File: src/hec_pkg.sv
// Hamming encode/correct package: constants, codes and elaboration helpers.
// Used by hamming_encode_correct; no dependencies.
package hec_pkg;

  localparam int MAX_DATA_BITS   = 57;
  localparam int CFG_ADDR_W      = 2;
  localparam int CFG_DATA_W      = 6;
  localparam int DATA_LENGTH_RST = 4;

  typedef enum logic [CFG_ADDR_W-1:0] {
    CFG_DATA_LENGTH = 2'd0,
    CFG_PARITY_ODD  = 2'd1
  } cfg_reg_e;

  typedef enum logic [1:0] {
    STATUS_OK        = 2'd0,
    STATUS_CORRECTED = 2'd1,
    STATUS_BEYOND    = 2'd2
  } status_e;

  function automatic int par_count(int n);
    int p;
    p = 1;
    while (n + p + 1 > (1 << p)) p++;
    return p;
  endfunction

  function automatic bit is_pow2(int j);
    return (j != 0) && ((j & (j - 1)) == 0);
  endfunction

  // 0-based data bit index held at codeword position j (j not a power of two)
  function automatic int data_idx(int j);
    int cnt;
    cnt = 0;
    for (int m = 1; m <= j; m++) begin
      if (is_pow2(m)) cnt++;
    end
    return j - cnt - 1;
  endfunction

  // bit position of the single set bit of a power of two
  function automatic int log2_exact(int j);
    int r;
    r = 0;
    for (int b = 0; b < 31; b++) begin
      if (j == (1 << b)) r = b;
    end
    return r;
  endfunction

endpackage

File: src/hamming_encode_correct.sv
// Hamming single-error-correcting coder, variable length, even or odd parity.
// An accepted start reaches the done_o strobe through the valid registers v1_q, v2_q and v3_q.
// Throughput: one transaction per cycle; busy_o never rises and the three
// register stages (place/mask, parity XOR trees, insert/correct/extract) run freely.
// Reset: clears the valid pipeline; data_length = 4, even parity.
// Depends on hec_pkg.
module hamming_encode_correct #(
  parameter int MAX_DATA_BITS = hec_pkg::MAX_DATA_BITS,
  localparam int PAR    = hec_pkg::par_count(MAX_DATA_BITS),
  localparam int CODE_W = MAX_DATA_BITS + PAR
) (
  input  logic                           clk_i,
  input  logic                           rst_ni,
  input  logic                           start_i,
  output logic                           busy_o,
  input  logic                           action_i,
  input  logic [MAX_DATA_BITS-1:0]       data_word_i,
  input  logic [CODE_W-1:0]              received_code_i,
  output logic                           done_o,
  output logic [CODE_W-1:0]              code_out_o,
  output logic [MAX_DATA_BITS-1:0]       data_out_o,
  output logic [PAR-1:0]                 syndrome_o,
  output logic [1:0]                     status_o,
  input  logic                           cfg_valid_i,
  output logic                           cfg_ready_o,
  input  logic [hec_pkg::CFG_ADDR_W-1:0] cfg_addr_i,
  input  logic [hec_pkg::CFG_DATA_W-1:0] cfg_data_i
);

  localparam int LEN_W = $clog2(CODE_W + 1);
  localparam int CMP_W = (PAR > LEN_W) ? PAR : LEN_W;
  localparam int DW    = hec_pkg::CFG_DATA_W;

  function automatic logic [DW-1:0] f_eff_n(logic [DW-1:0] raw);
    logic [DW-1:0] n;
    n = raw;
    if (raw == '0) n = DW'(1);
    else if (int'(raw) > MAX_DATA_BITS) n = DW'(MAX_DATA_BITS);
    return n;
  endfunction

  function automatic logic [2:0] f_par(logic [DW-1:0] raw);
    logic [DW-1:0] n;
    logic [2:0]    p;
    n = f_eff_n(raw);
    p = 3'd6;
    for (int i = 6; i >= 1; i--) begin
      if (int'(n) + i + 1 <= (1 << i)) p = 3'(i);
    end
    return p;
  endfunction

  function automatic logic [LEN_W-1:0] f_len(logic [DW-1:0] raw);
    return LEN_W'(int'(f_eff_n(raw)) + int'(f_par(raw)));
  endfunction

  function automatic logic [MAX_DATA_BITS-1:0] f_nmask(logic [DW-1:0] raw);
    logic [MAX_DATA_BITS-1:0] m;
    for (int k = 0; k < MAX_DATA_BITS; k++) m[k] = (k < int'(f_eff_n(raw)));
    return m;
  endfunction

  function automatic logic [CODE_W-1:0] f_lmask(logic [DW-1:0] raw);
    logic [CODE_W-1:0] m;
    for (int j = 0; j < CODE_W; j++) m[j] = (j < int'(f_len(raw)));
    return m;
  endfunction

  function automatic logic [PAR-1:0] f_pen(logic [DW-1:0] raw);
    logic [PAR-1:0] m;
    for (int i = 0; i < PAR; i++) m[i] = (i < int'(f_par(raw)));
    return m;
  endfunction

  function automatic logic [CODE_W-1:0] f_cover(int i);
    logic [CODE_W-1:0] m;
    for (int j = 1; j <= CODE_W; j++) m[j-1] = ((j >> i) & 1) != 0;
    return m;
  endfunction

  // configuration
  logic                     odd_q;
  logic [LEN_W-1:0]         len_q;
  logic [MAX_DATA_BITS-1:0] nmask_q;
  logic [CODE_W-1:0]        lmask_q;
  logic [PAR-1:0]           pen_q;
  logic                     cfg_we;

  assign cfg_ready_o = 1'b1;
  assign cfg_we      = cfg_valid_i & cfg_ready_o;

  always_ff @(posedge clk_i or negedge rst_ni) begin
    if (!rst_ni) begin
      odd_q   <= 1'b0;
      len_q   <= f_len(DW'(hec_pkg::DATA_LENGTH_RST));
      nmask_q <= f_nmask(DW'(hec_pkg::DATA_LENGTH_RST));
      lmask_q <= f_lmask(DW'(hec_pkg::DATA_LENGTH_RST));
      pen_q   <= f_pen(DW'(hec_pkg::DATA_LENGTH_RST));
    end else if (cfg_we) begin
      if (cfg_addr_i == hec_pkg::CFG_DATA_LENGTH) begin
        len_q   <= f_len(cfg_data_i);
        nmask_q <= f_nmask(cfg_data_i);
        lmask_q <= f_lmask(cfg_data_i);
        pen_q   <= f_pen(cfg_data_i);
      end else if (cfg_addr_i == hec_pkg::CFG_PARITY_ODD) begin
        odd_q <= cfg_data_i[0];
      end
    end
  end

  // handshake
  logic accept;
  assign busy_o = 1'b0;
  assign accept = start_i & ~busy_o;

  // stage 1: place data bits or mask received word
  logic [MAX_DATA_BITS-1:0] dmask;
  logic [CODE_W-1:0]        scat;
  logic [CODE_W-1:0]        word1_d;
  logic [CODE_W-1:0]        word1_q;
  logic                     act1_q, v1_q;

  assign dmask = data_word_i & nmask_q;

  for (genvar j = 1; j <= CODE_W; j++) begin : g_scat
    if (hec_pkg::is_pow2(j)) begin : g_par
      assign scat[j-1] = 1'b0;
    end else begin : g_dat
      assign scat[j-1] = dmask[hec_pkg::data_idx(j)];
    end
  end

  assign word1_d = action_i ? (received_code_i & lmask_q) : scat;

  // stage 2: parity / syndrome XOR trees
  logic [PAR-1:0]    chk_d;
  logic [PAR-1:0]    syn2_q;
  logic [CODE_W-1:0] word2_q;
  logic              act2_q, v2_q;

  for (genvar i = 0; i < PAR; i++) begin : g_chk
    assign chk_d[i] = ((^(word1_q & f_cover(i))) ^ odd_q) & pen_q[i];
  end

  // stage 3: insert parity, or correct and extract
  logic [CODE_W-1:0]        par_vec;
  logic [CODE_W-1:0]        flip;
  logic [CODE_W-1:0]        corr;
  logic [MAX_DATA_BITS-1:0] gath;
  hec_pkg::status_e         status_d;
  logic [CODE_W-1:0]        code_d;
  logic [MAX_DATA_BITS-1:0] data_d;
  logic [PAR-1:0]           syn_d;
  logic                     v3_q;

  for (genvar j = 1; j <= CODE_W; j++) begin : g_pos
    assign flip[j-1] = (syn2_q == PAR'(j));
    if (hec_pkg::is_pow2(j)) begin : g_par
      assign par_vec[j-1] = syn2_q[hec_pkg::log2_exact(j)];
    end else begin : g_dat
      assign par_vec[j-1] = 1'b0;
      assign gath[hec_pkg::data_idx(j)] = corr[j-1];
    end
  end

  always_comb begin
    status_d = hec_pkg::STATUS_OK;
    if (syn2_q == '0) status_d = hec_pkg::STATUS_OK;
    else if (CMP_W'(syn2_q) > CMP_W'(len_q)) status_d = hec_pkg::STATUS_BEYOND;
    else status_d = hec_pkg::STATUS_CORRECTED;
  end

  assign corr = (status_d == hec_pkg::STATUS_CORRECTED) ? (word2_q ^ flip) : word2_q;

  always_comb begin
    if (act2_q) begin
      code_d = corr;
      data_d = gath;
      syn_d  = syn2_q;
    end else begin
      code_d = word2_q | par_vec;
      data_d = '0;
      syn_d  = '0;
    end
  end

  // pipeline registers
  always_ff @(posedge clk_i or negedge rst_ni) begin
    if (!rst_ni) begin
      v1_q <= 1'b0;
      v2_q <= 1'b0;
      v3_q <= 1'b0;
    end else begin
      v1_q <= accept;
      v2_q <= v1_q;
      v3_q <= v2_q;
    end
  end

  always_ff @(posedge clk_i) begin
    if (accept) begin
      word1_q <= word1_d;
      act1_q  <= action_i;
    end
    if (v1_q) begin
      word2_q <= word1_q;
      syn2_q  <= chk_d;
      act2_q  <= act1_q;
    end
    if (v2_q) begin
      code_out_o <= code_d;
      data_out_o <= data_d;
      syndrome_o <= syn_d;
      status_o   <= act2_q ? status_d : hec_pkg::STATUS_OK;
    end
  end

  assign done_o = v3_q;

  // checks
  a_latency: assert property (@(posedge clk_i) disable iff (!rst_ni)
    accept |-> ##3 done_o)
    else $error("transaction did not complete in 3 cycles");

  a_beyond_syn: assert property (@(posedge clk_i) disable iff (!rst_ni)
    done_o && (status_o == hec_pkg::STATUS_BEYOND) |-> syndrome_o != '0)
    else $error("beyond-codeword status with zero syndrome");

  a_corr_syn: assert property (@(posedge clk_i) disable iff (!rst_ni)
    done_o && (status_o == hec_pkg::STATUS_CORRECTED) |-> syndrome_o != '0)
    else $error("corrected status with zero syndrome");

  a_zero_syn: assert property (@(posedge clk_i) disable iff (!rst_ni)
    done_o && (syndrome_o == '0) |-> status_o == hec_pkg::STATUS_OK)
    else $error("zero syndrome with error status");

endmodule
File: config.mk
export PLATFORM = sky130hd
export DESIGN_NAME = hamming_encode_correct
export DESIGN_NICKNAME = d
export VERILOG_FILES = /design/src/hec_pkg.sv /design/src/hamming_encode_correct.sv
export SDC_FILE = /design/constraint.sdc
export NUM_CORES = 1
export LEC_CHECK = 0
export ABC_AREA = 1
export BUFFER_PORTS_ARGS = -buffer_cell sky130_fd_sc_hd__clkbuf_2
export CORE_AREA = 4 4 257 259
export DETAILED_ROUTE_END_ITERATION = 12
export DIE_AREA = 0 0 261 263
export PLACE_DENSITY = 0.58
export SLEW_MARGIN = 5
export SYNTH_ARGS = -nofsm -noshare
export SYNTH_HDL_FRONTEND = slang
export SYNTH_SLANG_ARGS = --single-unit
File: constraint.sdc
create_clock -name clk_i -period 4.3 [get_ports clk_i]
set_input_delay 0.86 -clock clk_i [delete_from_list [all_inputs] [get_ports clk_i]]
set_output_delay 0.86 -clock clk_i [all_outputs]
set_load 0.02 [all_outputs]
; Yosys cells after proc, flatten, opt, wreduce, memory -nomap -nowiden
; Cells that the tools add are included.
[word_totals]
register_bits = 398
inputBits = 133
out_inout_bits = 131
elab_cells = 271
[classes]
n_addsub = 11
order_cmp = 133
eq_ne = 65
muxes = 16
bitwise_logic = 17
n_reduce_logical = 11
[ops]
columns = cell, count
row1 = XOR reduction 63 bit, 6
row2 = "less-than comparator 6 bit, first input constant", 56
row3 = "equality test 6 bit, second input constant", 32
row4 = "less-than comparator 5 x 6 -> 1 bit, first input constant", 32
row5 = 2-to-1 mux 63 bit, 3
row6 = "adder 32 x 2 -> 32 bit, second input constant", 5
row7 = "equality test 6 x 5 -> 1 bit, second input constant", 16
row8 = "less-than comparator 4 x 6 -> 1 bit, first input constant", 16
row9 = AND 63 bit, 1
row10 = OR 63 x 32 -> 63 bit, 1
row11 = bitwise XOR 63 bit, 1
row12 = AND 57 bit, 1
row13 = "equality test 6 x 4 -> 1 bit, second input constant", 8
row14 = "less-than comparator 3 x 6 -> 1 bit, first input constant", 8
row15 = "<= comparator 32 x 3 -> 1 bit, second input constant", 1
row16 = "<= comparator 32 x 4 -> 1 bit, second input constant", 1
row17 = "<= comparator 32 x 5 -> 1 bit, second input constant", 1
row18 = "<= comparator 32 x 6 -> 1 bit, second input constant", 1
row19 = "<= comparator 32 x 7 -> 1 bit, second input constant", 1
row20 = "equality test 6 x 3 -> 1 bit, second input constant", 4
row21 = "less-than comparator 1 x 6 -> 1 bit, first input constant", 4
row22 = "less-than comparator 2 x 6 -> 1 bit, first input constant", 4
row23 = 2-to-1 mux 6 bit, 4
row24 = 2-to-1 mux 3 bit, 6
row25 = 20 further kinds, 40

; Logic depth before layout (Yosys ltp)
; Gate-level depths: netlist of run 1.
[depth]
ltp_word = 17
depth_mapped = 34
depth_no_buf = 32

; Worst setup path after synthesis of run 1
; Ideal clock, no wire load.
[synth_path]
kind = in2reg
from = input cfg_data_i[4] in the netlist's numbering
to = register lmask_q[29]
setup_time_ns = 0.116
t_arrival_ns = 4.332
required_ns = 4.184
path_slack_ns = -0.149
cell_stages = 31
n_path_buf = 2
cell_sequence = buf_6 > nand2_8 > inv_4 > nand2_8 > nand2_4 > inv_1 > ha_1 > clkbuf_1 > inv_1 > nand2_1 > and2_4 > inv_1 > nor2_1 > nand3_1 > xor2_1 > nand2_1 > nand3_1 > nand2_1 > nand2_1 > nand2_1 > ha_1 > inv_1 > fa_1 > nand2_1 > nand4_2 > nand2_4 > nand2_2 > nor2_1 > nor2_2 > nand2_1 > nand2_1
[synth_between]
elab_chain_cells = 17
word_cells_on_any_way = 30
cone_classes = add/sub (11) / order compare (7) / mux (11) / reduce/logical (1)
[synth_rtl]
columns = item, line
row1 = start: declaration, hamming_encode_correct.sv:27  ; input logic [hec_pkg::CFG_DATA_W-1:0] cfg_data_i
row2 = greater-than comparator 6 bit, hamming_encode_correct.sv:38  ; else if (int'(raw) > MAX_DATA_BITS) n = DW'(MAX_DATA_BITS);
row3 = 2-to-1 mux 6 bit, hamming_encode_correct.sv:38
row4 = 2-to-1 mux 6 bit *, hamming_encode_correct.sv:37  ; if (raw == '0) n = DW'(1);
row5 = 2-to-1 mux 6 bit *, hamming_encode_correct.sv:100  ; if (cfg_addr_i == hec_pkg::CFG_DATA_LENGTH) begin
row6 = 2-to-1 mux 6 bit *, hamming_encode_correct.sv:99  ; end else if (cfg_we) begin
row7 = adder 6 x 3 -> 7 bit, hamming_encode_correct.sv:48  ; if (int'(n) + i + 1 <= (1 << i)) p = 3'(i);
row8 = adder 32 x 2 -> 32 bit, hamming_encode_correct.sv:48
row9 = <= comparator 32 x 7 -> 1 bit, hamming_encode_correct.sv:48
row10 = 2-to-1 mux 2 bit, hamming_encode_correct.sv:48
row11 = 2-to-1 mux 3 bit (4 in series), hamming_encode_correct.sv:48
row12 = 2-to-1 mux 3 bit, hamming_encode_correct.sv:100
row13 = 2-to-1 mux 3 bit, hamming_encode_correct.sv:99
row14 = adder 6 x 3 -> 6 bit *, hamming_encode_correct.sv:54  ; return LEN_W'(int'(f_eff_n(raw)) + int'(f_par(raw)));
row15 = less-than comparator 5 x 6 -> 1 bit *, hamming_encode_correct.sv:65  ; for (int j = 0; j < CODE_W; j++) m[j] = (j < int'(f_len(raw)));
row16 = end signal: assignment, hamming_encode_correct.sv:97  ; lmask_q <= f_lmask(DW'(hec_pkg::DATA_LENGTH_RST));
row17 = end signal: assignment, hamming_encode_correct.sv:103  ; lmask_q <= f_lmask(cfg_data_i);
row18 = end: declaration, hamming_encode_correct.sv:85  ; logic [CODE_W-1:0] lmask_q;
; Mark *: on every way between the ends. The rest lies on a longest branch, timed or not. The select of a mux whose other input is x is not followed.
; A chain may end at the register's enable or synchronous reset.

; Final worst setup path of run 1
[layout_path]
from = input cfg_data_i[5] in the netlist's numbering
to = register lmask_q[54]
[layout_between]
elab_chain_cells = 17
word_cells_on_any_way = 30
cone_classes = add/sub (11) / order compare (7) / mux (11) / reduce/logical (1)
[layout_rtl]
columns = item, line
row1 = greater-than comparator 6 bit, hamming_encode_correct.sv:38
row2 = 2-to-1 mux 6 bit, hamming_encode_correct.sv:38
row3 = 2-to-1 mux 6 bit *, hamming_encode_correct.sv:37
row4 = 2-to-1 mux 6 bit *, hamming_encode_correct.sv:100
row5 = 2-to-1 mux 6 bit *, hamming_encode_correct.sv:99
row6 = adder 6 x 3 -> 7 bit, hamming_encode_correct.sv:48
row7 = adder 32 x 2 -> 32 bit, hamming_encode_correct.sv:48
row8 = <= comparator 32 x 7 -> 1 bit, hamming_encode_correct.sv:48
row9 = 2-to-1 mux 2 bit, hamming_encode_correct.sv:48
row10 = 2-to-1 mux 3 bit (4 in series), hamming_encode_correct.sv:48
row11 = 2-to-1 mux 3 bit, hamming_encode_correct.sv:100
row12 = 2-to-1 mux 3 bit, hamming_encode_correct.sv:99
row13 = adder 6 x 3 -> 6 bit *, hamming_encode_correct.sv:54
row14 = less-than comparator 6 bit *, hamming_encode_correct.sv:65
; Marked as above.

==> impl_metrics.env, run 1 <==
export IMPL_core_area_um2=63880
export IMPL_final_area_um2=23280
export IMPL_grt_busiest_layer="met2"
export IMPL_netlist_area_um2=18930
export IMPL_grt_max_degree=91
export IMPL_synth_area_leader_cell="edfxtp_1"
export IMPL_avgSynthCellArea_um2=10.25
export IMPL_area_growth_syn_to_layout_pct=22.96
export IMPL_use_met2=0.2984
export IMPL_max_clock_freq_mhz=254.9
export IMPL_rsz0062_at_grt="false"
export IMPL_synth_edf_count=262
export IMPL_cts_tree="built"
export IMPL_drive_above_1_share=0.2410
export IMPL_grt_ovfl_total=0
export IMPL_start_util=0.2964
export IMPL_ys_flop_type="edfxtp_1"
export IMPL_p_per_area_nw_per_um2=510.8
export IMPL_die_h_um=263
export IMPL_root_buffer="clkbuf_16"
export IMPL_setup_viol=0
export IMPL_crit_required_ns=4.75
export IMPL_syn_nets=1998
export IMPL_clock_skew_ns=0.02104
export IMPL_worstPathArrival_ns=4.38
export IMPL_synthCells=1847
export IMPL_grt_pass1_wl_um=90570
export IMPL_cts_setup_buffers=0
export IMPL_vias=14347
export IMPL_crit_path_end_kind="flop"
export IMPL_ir_worst_vdd_uv=263.2
export IMPL_run_status="finished clean"
export IMPL_yosysUniqueCellTypes=51
export IMPL_yosysSeqAreaShare=0.5951
export IMPL_cellLeakagePower_nw=10.30
export IMPL_avgRoutedWirePerCell_um=19.87
export IMPL_wirelength_um=61260
export IMPL_grt_pass1_vias=14452
export IMPL_hold_violations=0
export IMPL_h_tree_depth=2
export IMPL_cts_buffer_depth=3
export IMPL_hpwl_um=47900
export IMPL_gp_congestion=0.8730
export IMPL_synth_top_cells_by_count="420 x nand2_1, 262 x edfxtp_1, 175 x nand3_1, 149 x inv_1, 118 x dfrtp_1"
export IMPL_drtIter0Drc=1057
export IMPL_grt_met1_usage=0.2282
export IMPL_yosysTopAreaCellShare=0.4155
export IMPL_antenna_cells=0
export IMPL_place_inst=3008
export IMPL_pre_cts_slack_ns=-0.2202
export IMPL_drc_errors=0
export IMPL_cp_slowest_stage_delay_ns=0.27
export IMPL_synthArstFlopShare=0.3401
export IMPL_critPathLaunchType="primary input"
export IMPL_place_area_um2=21930
export IMPL_finalNonFillerCells=3083
export IMPL_slew_headroom=0.3516
export IMPL_synth_most_common_cell="nand2_1"
export IMPL_period_share=0.9122
export IMPL_netlist_top_cells_area="edfxtp_1 42%, dfrtp_1 16%, nand2_1 8.3%"
export IMPL_worstSkewPairLatency_ns=0.57
export IMPL_clock_sinks=397
export IMPL_multi_input_area_um2=6793
export IMPL_rows=93
export IMPL_cpMostUsedCell="nand2_1"
export IMPL_placement_io_buffers=261
export IMPL_drt_vias_per_instance=4.654
export IMPL_chipWidth_um=261
export IMPL_yosysWarnings=0
export IMPL_drv_slew=0
export IMPL_ant_nets=0
export IMPL_firstDrtPassIters=5
export IMPL_hp_class="primary input to asynchronous set/reset pin"
export IMPL_antenna_found_initial=0
export IMPL_cts_inserted_buffers=41
export IMPL_worstMarginPinSlew_ns=0.9712
export IMPL_setup_ws_ns=0.3774
export IMPL_maxCapViolations=0
export IMPL_ys_ff_latch=397
export IMPL_finalCriticalPeriod_ns=3.923
export IMPL_setup_tns_ns=0
export IMPL_io_pins=264
export IMPL_critical_path_slowest_cell="ha_1"
export IMPL_fin_nets=2347
export IMPL_path_class="primary input to flop"
export IMPL_critPathMaxFanout=5
export IMPL_timing_hold_ws_ns=0.3788
export IMPL_register_area_um2=11270
export IMPL_dieArea_um2=68640
export IMPL_clkTransAtPathRegs_ns=0.07
export IMPL_fillers=6320
export IMPL_grt_usage=0.1741
export IMPL_grtUsageMet3=0.02395
==> stage by stage <==
| step | total power, mW | utilization |
|---|---|---|
| 3_3_place_gp | 8.331 | 0.3433 |
| 6_report | 11.89 | 0.3644 |
| 5_1_grt | 12.51 | 0.3644 |
| 2_1_floorplan | 7.139 | - |
| 4_1_cts | 12.02 | 0.3644 |
| 3_5_place_dp | 8.405 | 0.3433 |
==> layout make-up <==
type                    instances  area share
inverters                     164     0.02719
multi-input cells            1220      0.2918
well taps                     855     0.04595
flip-flops and latches        397      0.4842
repair buffers                372     0.09324
clock buffers                  51     0.04837
clock inverters                24    0.009298
==> placed cells by master (no fill, tap or decap), types with 7 or more instances in the layout <==
| master | instances |
|---|---|
| clkinv_2 | 7 |
| dfstp_2 | 17 |
| nor3b_1 | 41 |
| o211ai_1 | 12 |
| nand2_2 | 14 |
| buf_4 | 109 |
| inv_2 | 10 |
| inv_1 | 146 |
| nand3_1 | 175 |
| dfrtp_1 | 116 |
| xnor2_1 | 79 |
| clkinv_1 | 7 |
| clkbuf_2 | 260 |
| nor2_2 | 12 |
| o21ai_0 | 102 |
| nand2_1 | 419 |
| a21oi_1 | 21 |
| nor2_1 | 100 |
| o21bai_1 | 41 |
| o22ai_1 | 9 |
| xor2_1 | 61 |
| edfxtp_1 | 262 |
| nor3_1 | 51 |
| clkbuf_16 | 43 |
| ha_1 | 16 |
| nand3_2 | 7 |
==> sequential cells by signal, summed over array words and instances, names as in the netlist <==
register,flops
syn2_q,6
odd_q,1
act1_q,1
word1_q,63
v1_q,1
pen_q,6
status_o,2
lmask_q,63
v2_q,1
code_out_o,63
done_o,1
act2_q,1
len_q,5
word2_q,63
syndrome_o,6
data_out_o,57
nmask_q,57
==> what timing repair did <==
action | in CTS | in global routing
endpoints found under the setup margin | 0 | 2
gates resized for setup | 0 | 2
hold buffers | 0 | 0
==> metal layers <==
| metal | wire, µm | share of wire |
|---|---|---|
| met1 | 26230 | 0.43 |
| met2 | 30330 | 0.50 |
| met3 | 2720 | 0.044 |
| met4 | 1976 | 0.032 |
| met5 | 0 | 0 |
==> critical path, delay by kind of cell <==
kind / cells / cell delay, ns
compound gates: 1 / 0.17
fa+ha+maj: 2 / 0.49
simple gates: 21 / 2.03
buf+inv: 4 / 0.43
xor+xnor: 2 / 0.40
==> power by group <==
| part | internal (mW) | total [mW] | switching, mW |
|---|---|---|---|
| sequential | 4.74 | 5.16 | 0.415 |
| clock | 2.05 | 3.58 | 1.52 |
| combinational | 1.14 | 3.16 | 2.02 |
==> cell families after synthesis <==
kind of cell / after synthesis / synth area share
simple gates: 848 / 0.2103
flops: 397 / 0.5951
buf+inv: 230 / 0.04837
compound gates: 205 / 0.06509
xor+xnor: 141 / 0.06523
fa+ha+maj: 18 / 0.01229
mux: 6 / 0.003172
other cells: 2 / 0.0003967
==> final timing paths <==
check,startpoint,to,slack [ns],cells after the start
setup / recovery,cfg_data_i[5],lmask_q[54],0.38,30
hold / removal,rst_ni,nmask_q[44],0.38,1
setup reg to reg,syn2_q[4],code_out_o[5],1.27,12
hold reg to reg,act1_q,act2_q,0.45,0
max in group asynchronous,rst_ni,lmask_q[25],2.95,2
min in group clk_i,act1_q,act2_q,0.45,0
(Power assumes the default switching activity.)
==> inputs of run 2 (changes only) <==
--- a/config.mk
+++ b/config.mk
@@ -7,10 +7,10 @@
 export LEC_CHECK = 0
 export ABC_AREA = 1
 export BUFFER_PORTS_ARGS = -buffer_cell sky130_fd_sc_hd__clkbuf_2
-export CORE_AREA = 4 4 257 259
+export CORE_AREA = 4 4 186 188
 export DETAILED_ROUTE_END_ITERATION = 12
-export DIE_AREA = 0 0 261 263
-export PLACE_DENSITY = 0.58
+export DIE_AREA = 0 0 190 192
+export PLACE_DENSITY = 0.91
 export SLEW_MARGIN = 5
 export SYNTH_ARGS = -nofsm -noshare
 export SYNTH_HDL_FRONTEND = slang
==> run 2 against run 1 <==
Setup slack worse by 0.050 ns. Register-to-register slack worse by 0.57 ns. Final cell count shrank 14%. Hold slack improved by 0.040 ns. Clock power fell by 3%. Design area down 2.6%. Flip-flop and latch count did not move. Clock skew shrank 0.0027 ns. Critical path depth down 2. Sequential power about the same. Core utilization grew 32 points.
==> impl_metrics.env, run 2 (synthesis gave the netlist of run 1 again) <==
export IMPL_crit_required_ns=4.72
export IMPL_cts_setup_buffers=0
export IMPL_worstSkewPairLatency_ns=0.54
export IMPL_crit_path_end_kind="flop"
export IMPL_hpwl_um=39930
export IMPL_final_common_cell="nand2_1"
export IMPL_cts_buffer_depth=3
export IMPL_die_h_um=192
export IMPL_p_per_area_nw_per_um2=519.3
export IMPL_gp_congestion=0.9486
export IMPL_use_met2=0.4957
export IMPL_cts_inserted_buffers=40
export IMPL_firstDrtPassIters=6
export IMPL_critPathMaxFanout=9
export IMPL_worstPathArrival_ns=4.39
export IMPL_setup_viol=0
export IMPL_cts_resized=0
export IMPL_maxCapViolations=0
export IMPL_placement_io_buffers=261
export IMPL_avgRoutedWirePerCell_um=20.06
export IMPL_drc_errors=0
export IMPL_clkTransAtPathRegs_ns=0.07
export IMPL_fin_nets=2330
export IMPL_place_area_um2=21330
export IMPL_grt_met1_usage=0.3629
export IMPL_hold_violations=0
export IMPL_cellLeakagePower_nw=10.23
export IMPL_grt_pass1_wl_um=81170
export IMPL_drv_slew=0
export IMPL_slew_headroom=0.2272
export IMPL_grt_usage=0.2871
export IMPL_ctsHoldBuffers=0
export IMPL_max_clock_freq_mhz=251.7
export IMPL_hp_class="primary input to asynchronous set/reset pin"
export IMPL_core_area_um2=33110
export IMPL_drive_above_1_share=0.2348
export IMPL_path_class="primary input to flop"
export IMPL_grt_max_degree=75
export IMPL_ant_nets=0
export IMPL_setup_tns_ns=0
export IMPL_setup_ws_ns=0.3276
export IMPL_clock_skew_ns=0.01836
export IMPL_grt_busiest_layer="met2"
export IMPL_drt_vias_per_instance=5.569
export IMPL_run_status="finished clean"
export IMPL_rsz0062_at_grt="true"
export IMPL_fillers=2394
export IMPL_antenna_cells=0
export IMPL_grt_pass1_vias=14791
export IMPL_period_share=0.9238
export IMPL_chipWidth_um=190
export IMPL_clock_sinks=397
export IMPL_final_area_um2=22660
export IMPL_dieArea_um2=36480
export IMPL_start_util=0.5718
export IMPL_grtUsageMet3=0.04017
export IMPL_ir_worst_vdd_uv=357.3
export IMPL_wirelength_um=53320
export IMPL_critPathLaunchType="primary input"
export IMPL_area_growth_syn_to_layout_pct=19.71
export IMPL_pre_cts_slack_ns=-0.2162
export IMPL_rows=67
export IMPL_cts_tree="built"
export IMPL_antenna_found_initial=0
export IMPL_io_pins=264
export IMPL_drtIter0Drc=1595
export IMPL_root_buffer="clkbuf_16"
export IMPL_h_tree_depth=2
export IMPL_worstMarginPinSlew_ns=1.156
export IMPL_finalCriticalPeriod_ns=3.972
export IMPL_grt_ovfl_total=0
export IMPL_vias=14803
export IMPL_mostFrequentLayoutCells="419 x nand2_1, 262 x edfxtp_1, 260 x clkbuf_2"
run 2: path summary, 6_finish.rpt:
kind | startpoint | endpoint | slack (ns) | cells after the start
max | cfg_data_i[5] | lmask_q[45] | 0.33 | 28
min | rst_ni | nmask_q[51] | 0.42 | 1
max reg2reg | len_q[1] | code_out_o[47] | 0.70 | 11
min reg2reg | act1_q | act2_q | 0.45 | 0
max in group asynchronous | rst_ni | nmask_q[3] | 2.94 | 2
min in group clk_i | act1_q | act2_q | 0.45 | 0
run 2: critical path, stage by stage:
cell and delay (ns):
clkbuf_2 0.19, nand2_8 0.08, inv_4 0.08, nand2_8 0.06, nand2_8 0.08, clkinvlp_4 0.13
ha_1 0.22, nand2_1 0.08, nand2_1 0.09, buf_4 0.14, a22oi_1 0.25, nor3b_1 0.11
a21oi_1 0.18, nand3_1 0.11, nand2_1 0.07, nand2_1 0.05, nand2_1 0.07, ha_1 0.16
inv_1 0.06, fa_2 0.35, nand2_2 0.11, nand3_1 0.08, nand2_2 0.13, nand2_4 0.13
nor2_4 0.23, nand3_1 0.13, nand2_1 0.10, nand2_1 0.06
run 2: through the flow:
| step | power [mW] | hold slack, ns | util | instances |
|---|---|---|---|---|
| final | 11.77 | 0.4186 | 0.6845 | 2658 |
| after global routing | 12.28 | 0.4659 | 0.6845 | 2658 |
| after CTS | 11.75 | 0.4487 | 0.6841 | 2658 |
| after detailed placement | 8.270 | 0.4440 | 0.6440 | 2585 |
| after global placement | 8.123 | 0.4072 | 0.6440 | 2585 |
| after floorplan | 7.139 | 0.4003 | - | 1847 |
run 2: power breakdown:
| part | total (mW) | internal (mW) | switching (mW) | leakage (nW) |
|---|---|---|---|---|
| registers | 5.13 | 4.74 | 0.394 | 4.29 |
| logic | 3.14 | 1.11 | 2.04 | 5.30 |
| clock network | 3.49 | 2.04 | 1.45 | 0.645 |
run 2: layout make-up:
class	instances	area, µm²	share of cell area
clock buffer	57	1179	0.05200
clock inverter	16	150.1	0.006625
inverter	164	633.1	0.02793
multi-input combinational	1220	6798	0.2999
sequential	397	11270	0.4974
tap	448	560.5	0.02473
timing repair buffer	356	2072	0.09142
run 2: metal layers:
metal,vias up,share of wire
met1,7004,0.38
met3,148,0.080
met4,0,0.049
met2,789,0.49
met5,-,0
li1,6862,-
